===== src/khufu_block_cipher_defines.svh =====
// Assertion macros for the Khufu cipher engine.
// Each macro samples on clk and is disabled while arst_n is low.
`ifndef KHUFU_BLOCK_CIPHER_DEFINES_SVH
`define KHUFU_BLOCK_CIPHER_DEFINES_SVH

// Consequent must hold in the same cycle as the antecedent.
`define KHUFU_ASSERT_SAME(label, ante, cons, msg) \
	label: assert property (@(posedge clk) disable iff (!arst_n) (ante) |-> (cons)) \
		else $error(msg);

// Consequent must hold in the cycle after the antecedent.
`define KHUFU_ASSERT_NEXT(label, ante, cons, msg) \
	label: assert property (@(posedge clk) disable iff (!arst_n) (ante) |=> (cons)) \
		else $error(msg);

`endif


===== src/khufu_pkg.sv =====
package khufu_pkg;

	// Default number of S-box octets (eight rounds each)
	localparam int DEF_NUM_OCTETS = 2;

	// Request op codes
	typedef enum logic [1:0] {
		OP_ENCRYPT     = 2'd0,
		OP_DECRYPT     = 2'd1,
		OP_TABLE_WRITE = 2'd2
	} op_e;

	// Configuration register indexes
	typedef enum logic [1:0] {
		CFG_AUX_KEY_0 = 2'd0,
		CFG_AUX_KEY_1 = 2'd1,
		CFG_AUX_KEY_2 = 2'd2,
		CFG_AUX_KEY_3 = 2'd3
	} cfg_reg_e;

	// Sequencer states
	typedef enum logic [1:0] {
		ST_IDLE,
		ST_ROUND,
		ST_FINISH
	} state_e;

	// Request payload
	typedef struct packed {
		logic [1:0]  op;
		logic [31:0] left_in;
		logic [31:0] right_in;
		logic        table_select;
		logic [7:0]  table_index;
		logic [31:0] table_word;
	} khufu_req_t;

	// Result payload
	typedef struct packed {
		logic [31:0] left_out;
		logic [31:0] right_out;
	} khufu_res_t;

	// Per-cycle controls for the shared round unit
	typedef struct packed {
		logic       decrypt;    // rotate left before lookup instead of right after
		logic       apply_pend; // fold in the S-box word read last cycle
		logic       pend_left;  // that word goes into the left half
		logic       src_left;   // this round's lookup half is the left one
		logic [4:0] rot_amt;
	} round_ctrl_t;

	// Rotation per round within an octet
	localparam logic [4:0] ROT_AMT [8] = '{
		5'd16, 5'd16, 5'd8, 5'd8, 5'd16, 5'd16, 5'd24, 5'd24
	};

	function automatic logic [31:0] rot_right(input logic [31:0] x, input logic [4:0] n);
		logic [63:0] dbl;
		dbl = {x, x} >> n;
		return dbl[31:0];
	endfunction

	function automatic logic [31:0] rot_left(input logic [31:0] x, input logic [4:0] n);
		logic [63:0] dbl;
		dbl = {x, x} << n;
		return dbl[63:32];
	endfunction

endpackage


===== src/khufu_round_unit.sv =====
module khufu_round_unit
	import khufu_pkg::*;
(
	input  round_ctrl_t ctrl,
	input  logic [31:0] l,
	input  logic [31:0] r,
	input  logic [31:0] sbox_word,
	output logic [31:0] l_app,
	output logic [31:0] r_app,
	output logic [31:0] l_nxt,
	output logic [31:0] r_nxt,
	output logic [7:0]  lookup_byte
);

	logic [31:0] src;
	logic [31:0] pre_rot;
	logic [31:0] post_rot;

	// Fold in the word fetched for the previous round
	assign l_app = (ctrl.apply_pend && ctrl.pend_left) ? (l ^ sbox_word) : l;
	assign r_app = (ctrl.apply_pend && !ctrl.pend_left) ? (r ^ sbox_word) : r;

	// Decrypt rotates before the lookup, encrypt after it
	assign src         = ctrl.src_left ? l_app : r_app;
	assign pre_rot     = ctrl.decrypt ? rot_left(src, ctrl.rot_amt) : src;
	assign lookup_byte = pre_rot[7:0];
	assign post_rot    = ctrl.decrypt ? pre_rot : rot_right(src, ctrl.rot_amt);

	assign l_nxt = ctrl.src_left ? post_rot : l_app;
	assign r_nxt = ctrl.src_left ? r_app : post_rot;

endmodule


===== config.mk =====
export PLATFORM = sky130hd
export DESIGN_NAME = khufu_round_unit
export DESIGN_NICKNAME = d
export VERILOG_FILES = /design/src/khufu_block_cipher_defines.svh /design/src/khufu_pkg.sv /design/src/khufu_round_unit.sv
export SDC_FILE = /design/constraint.sdc
export NUM_CORES = 1
export LEC_CHECK = 0
export ABC_AREA = 1
export BUFFER_PORTS_ARGS = -buffer_cell sky130_fd_sc_hd__clkbuf_2
export CAP_MARGIN = 0
export CORE_MARGIN = 2
export CORE_UTILIZATION = 35
export DETAILED_ROUTE_END_ITERATION = 6
export PLACE_DENSITY = 0.67
export SETUP_SLACK_MARGIN = 0.05
export SKIP_LAST_GASP = 1
export SLEW_MARGIN = 5
export SYNTH_ARGS = -nofsm -noshare
export SYNTH_HDL_FRONTEND = slang
export SYNTH_SLANG_ARGS = --single-unit

===== constraint.sdc =====
create_clock -name vclk -period 4.3
set_clock_uncertainty 0.2 [all_clocks]
set_input_delay 1.29 -clock vclk [all_inputs]
set_output_delay 1.29 -clock vclk [all_outputs]
set_load 0.1 [all_outputs]

## Word level (Yosys, flattened, before mapping)

Cells that the tools add are included.

| operators by class | value |
|---|---|
| shift-type cells | 2 |
| multiplexer cells | 7 |
| bitwise gates (word level) | 2 |
| reduce and logical (&&, ||, !) cells | 3 |

Operator list:

| cell | count |
|---|---|
| $mux W32 | 7 |
| $shl A64 B5 Y64 | 1 |
| $shr A64 B5 Y32 | 1 |
| $xor A32 B32 Y32 | 2 |
| $logic_and A1 B1 Y1 | 2 |
| $logic_not A1 Y1 | 1 |

| storage, ports and cells | value |
|---|---|
| register bits | 0 |
| output and inout bits | 136 |
| logic and storage cells | 14 |

## Logic depth before layout (Yosys ltp)

| logic depth | value |
|---|---|
| depth in word-level cells | 8 |
| depth in mapped cells | 17 |
| mapped depth without buffers | 15 |

## Worst setup path before layout

OpenSTA, ideal clock, no wires.

| timing path | value |
|---|---|
| path kind | input to output |
| start point | in ctrl[7] (netlist bit) |
| end point | out l_nxt[7] |
| arrival time | 3.251 ns |
| required time | 2.810 ns |
| path slack | -0.441 ns |
| stages | 16 |
| buffers on the path | 3 |
| path through | buf_6 -> buf_8 -> buf_6 -> nand4_1 -> nand2_1 -> nand2_1 -> nand3_1 -> nand3_1 -> nand3_1 -> nand3_1 -> nand2_1 -> nand2_1 -> nand3_1 -> nand2_1 -> nand2_1 -> nand2_1 |

| between the ends | value |
|---|---|
| cells in the longest elaborated chain, start to end | 7 |

Ends and longest elaborated chain:

| element | line | text |
|---|---|---|
| start, declared | khufu_round_unit.sv:4 | `input round_ctrl_t ctrl,` |
| $logic_and A1 B1 Y1 (on tied branches) | khufu_round_unit.sv:21, khufu_round_unit.sv:20 |  |
| $mux W32 (on tied branches) | khufu_round_unit.sv:21, khufu_round_unit.sv:20 |  |
| $mux W32 | khufu_round_unit.sv:24 | `assign src = ctrl.src_left ? l_app : r_app;` |
| $shl A64 B5 Y64 | khufu_pkg.sv:66 | `dbl = {x, x} << n;` |
| $mux W32 | khufu_round_unit.sv:25 | `assign pre_rot = ctrl.decrypt ? rot_left(src, ctrl.rot_amt) : src;` |
| $mux W32 | khufu_round_unit.sv:27 | `assign post_rot = ctrl.decrypt ? pre_rot : rot_right(src, ctrl.rot_amt);` |
| $mux W32 * | khufu_round_unit.sv:29 | `assign l_nxt = ctrl.src_left ? post_rot : l_app;` |
| end, declared | khufu_round_unit.sv:10 | `output logic [31:0] l_nxt,` |

Every way passes the cells marked *; elsewhere a longest branch is shown, timed or not.

## Worst setup path after layout

| timing path | value |
|---|---|
| start point | in ctrl[6] (netlist bit) |
| end point | out l_nxt[8] |

| between the ends | value |
|---|---|
| cells in the longest elaborated chain, start to end | 8 |

Ends and longest elaborated chain:

| element | line | text |
|---|---|---|
| $logic_not A1 Y1 | khufu_round_unit.sv:21 | `assign r_app = (ctrl.apply_pend && !ctrl.pend_left) ? (r ^ sbox_word) : r;` |
| $logic_and A1 B1 Y1 | khufu_round_unit.sv:21 |  |
| $mux W32 | khufu_round_unit.sv:21 |  |
| $mux W32 | khufu_round_unit.sv:24 |  |
| $shl A64 B5 Y64 | khufu_pkg.sv:66 |  |
| $mux W32 | khufu_round_unit.sv:25 |  |
| $mux W32 | khufu_round_unit.sv:27 |  |
| $mux W32 * | khufu_round_unit.sv:29 |  |

Marks and branches as above.

==> results by group <==
Run status
  • Outcome: finished with violations
  • Failing checks: design-rule violations, negative setup slack

Finish
  • Clock buf count: 0
  • Most frequent cells in the layout: nand3_1, nand3_2, buf_4
  • Leading cell type in the layout, fill and taps excluded: nand3_1
  • Final instance area: 0.0161 sq mm
  • Antenna cells: 0
  • # nets final: 1922
  • Layout cell share with drive strength beyond 1: 0.612
  • Fillcell total: 1114
  • Reg area: 0 sq um
  • FFs & Latches: 0
  • Layout area overhead: 133%

Placement
  • Area post-placement: between 0.01 and 0.015 sq mm
  • Hpwl dp: 38300 um
  • Port Buffer Count: 241
  • GPL Wtd Cong: 1.04

Floorplan
  • Core box area: 0.0195 sq mm
  • Row count: 51
  • Die extent in y: 145 um
  • Num ports: around 240
  • Initial Util: 0.356
  • Full die area: 0.0209 sq mm
  • Die Width: between 100 and 150 um

Pwr
  • Part of the power in combinational logic: 1.000
  • Internal power: 1.22 mW
  • Flop pwr share: 0
  • Pwr/cell area: 222 mW/mm^2
  • Switch share: 0.660
  • Worst vdd ir: 0.249 mV
  • Clk pwr share: 0
  • Total power: 3.58 mW
  • Static leakage: roughly 7.4 nW
  • Net Sw Power: about 2.4 mW

Setup path
  • Crit path to: l_nxt[8]
  • CP Launch Type: input port
  • Worst EP required: 2.81 ns
  • CP endpoint kind: primary output
  • Setup crit start: ctrl[6]
  • Worst Path Arrival: about 3.6 ns
  • Crit path max fanout: 19
  • Crit Path Category: in -> out

Global routing
  • Initial antenna violation count: 0
  • Largest net degree at the start of global routing: between 60 and 70
  • GRT Overall Usage: 0.434
  • Vias in the first global route: 12100
  • First-pass GRT wire length: 69000 um
  • Grt total ovfl: 0

Clock tree
  • Hold buffers post-CTS: 0

Drt
  • DR WL/cell: 24.9 um
  • Initial DRC Count: 1787
  • Number of detailed-route iterations in the first pass: 7
  • DR vias: 13500
  • Vias/cell: 6.49
  • Post-route DRC: 6
  • Post-route ant nets: 0
  • Routed WL: 51800 um

Yosys
  • Syn nets: 1524
  • Mapped Avg Cell Area: 4.88 sq um
  • Mapped cell area: 0.00692 sq mm
  • Post-Syn Instances: 1419
  • Area leader, netlist: nand3_1
  • Seq/Total Area, Yosys: 0
  • Post-synth cell types: 15
  • Synth top area share: 0.523
  • Synth warn: 0
  • Area contributors post-synth: nand3_1, nand2_1, nand3_2, inv_1, nand4_1

STA
  • # setup viols final: between 70 and 80
  • Worst slew pin tran: 0.539 ns
  • Final hold violation count: 0
  • Unrepaired setup endpoints after global routing: true
  • Tcrit/Tclk final: 1.19
  • Fmax achieved: between 150 and 200 MHz
  • Final Max Slew Viols: 0
  • Slew Limit Headroom: 0.640
  • Minimum clock period: a little over 5 ns
  • TNS Setup: -46.54 ns
  • Smallest setup slack after layout: -0.804 ns

Flow run
  • Max_cap viols: 0

Worst hold path
  • Hold WC Path Type: in -> out
  • Hold path depth: 4
per-layer routing:
layer	routed length (um)	track usage	share of wire	vias up
li1	-	-	-	5750
met1	17300	0.486	0.33	6227
met2	23400	0.735	0.45	1139
met3	5530	0.0997	0.11	374
met4	5490	0.289	0.11	0
met5	0	0	0	-
cell families after synthesis:
kind of cell / Yosys count / synth area share
simple gates: 1210 / 0.863
buf+inv: 209 / 0.137
area by class of cell:
type | instances | area [sq um] | area share
timing repair buffer | 508 | 5700 | 0.354
multi-input combinational | 1210 | 9590 | 0.595
inverter | 97 | 490 | 0.0304
tap | 265 | 332 | 0.0206
synth_stat cells:
cell type,count
nand3_1,723
buf_6,11
inv_1,90
clkbuf_1,17
inv_2,7
buf_1,43
nand3_2,63
buf_2,32
nand3b_1,9
nand2_1,382
nand2_2,3
nand4_1,29
buf_8,1
nor2_8,1
buf_4,8
worst max-delay path, stage by stage:
cell     delay, ns
buf_8         0.13
inv_2         0.09
buf_12        0.16
nand3_1       0.14
nand2_1       0.14
nand3_2       0.14
buf_4         0.17
nand3_2       0.11
nand3_2       0.12
nand3_1       0.16
nand3_1       0.17
buf_4         0.17
nand3_1       0.08
nand3_2       0.13
nand3_1       0.16
nand2_4       0.06
buf_12        0.16
per-stage QoR:
stage / hold WS (ns) / setup slack, ns / util / instances
2_1_floorplan: 2.78 / -0.0783 / - / 1419
3_3_place_gp: 2.82 / -0.872 / 0.713 / 2071
3_5_place_dp: 2.84 / -0.898 / 0.713 / 2071
4_1_cts: 2.84 / -0.693 / 0.731 / 2072
5_1_grt: 2.89 / -0.878 / 0.828 / 2080
6_report: 2.86 / -0.804 / 0.828 / 2080
repair_timing:
item	in CTS	in global routing
gates resized for setup	66	315
pin swaps	5	47
gates cloned	0	3
setup buffers	1	5
endpoints found under the setup margin	72	72
endpoints found under the hold margin	0	0
power groups by stage:
stage	registers, mW	logic [mW]	clock network, mW
final	0	3.58	0
after global routing	0	3.68	0
after CTS	0	3.25	0
after detailed placement	0	3.20	0
after global placement	0	3.16	0
after floorplan	0	1.98	0
worst min path at each step:
stage                     startpoint   endpoint
after floorplan                r[11]  r_app[11]
after global placement          r[6]   r_app[6]
after detailed placement        r[6]   r_app[6]
after CTS                       r[6]   r_app[6]
after global routing           r[20]  r_app[20]
final                           r[6]   r_app[6]
Power figures use the tool's default switching activity.
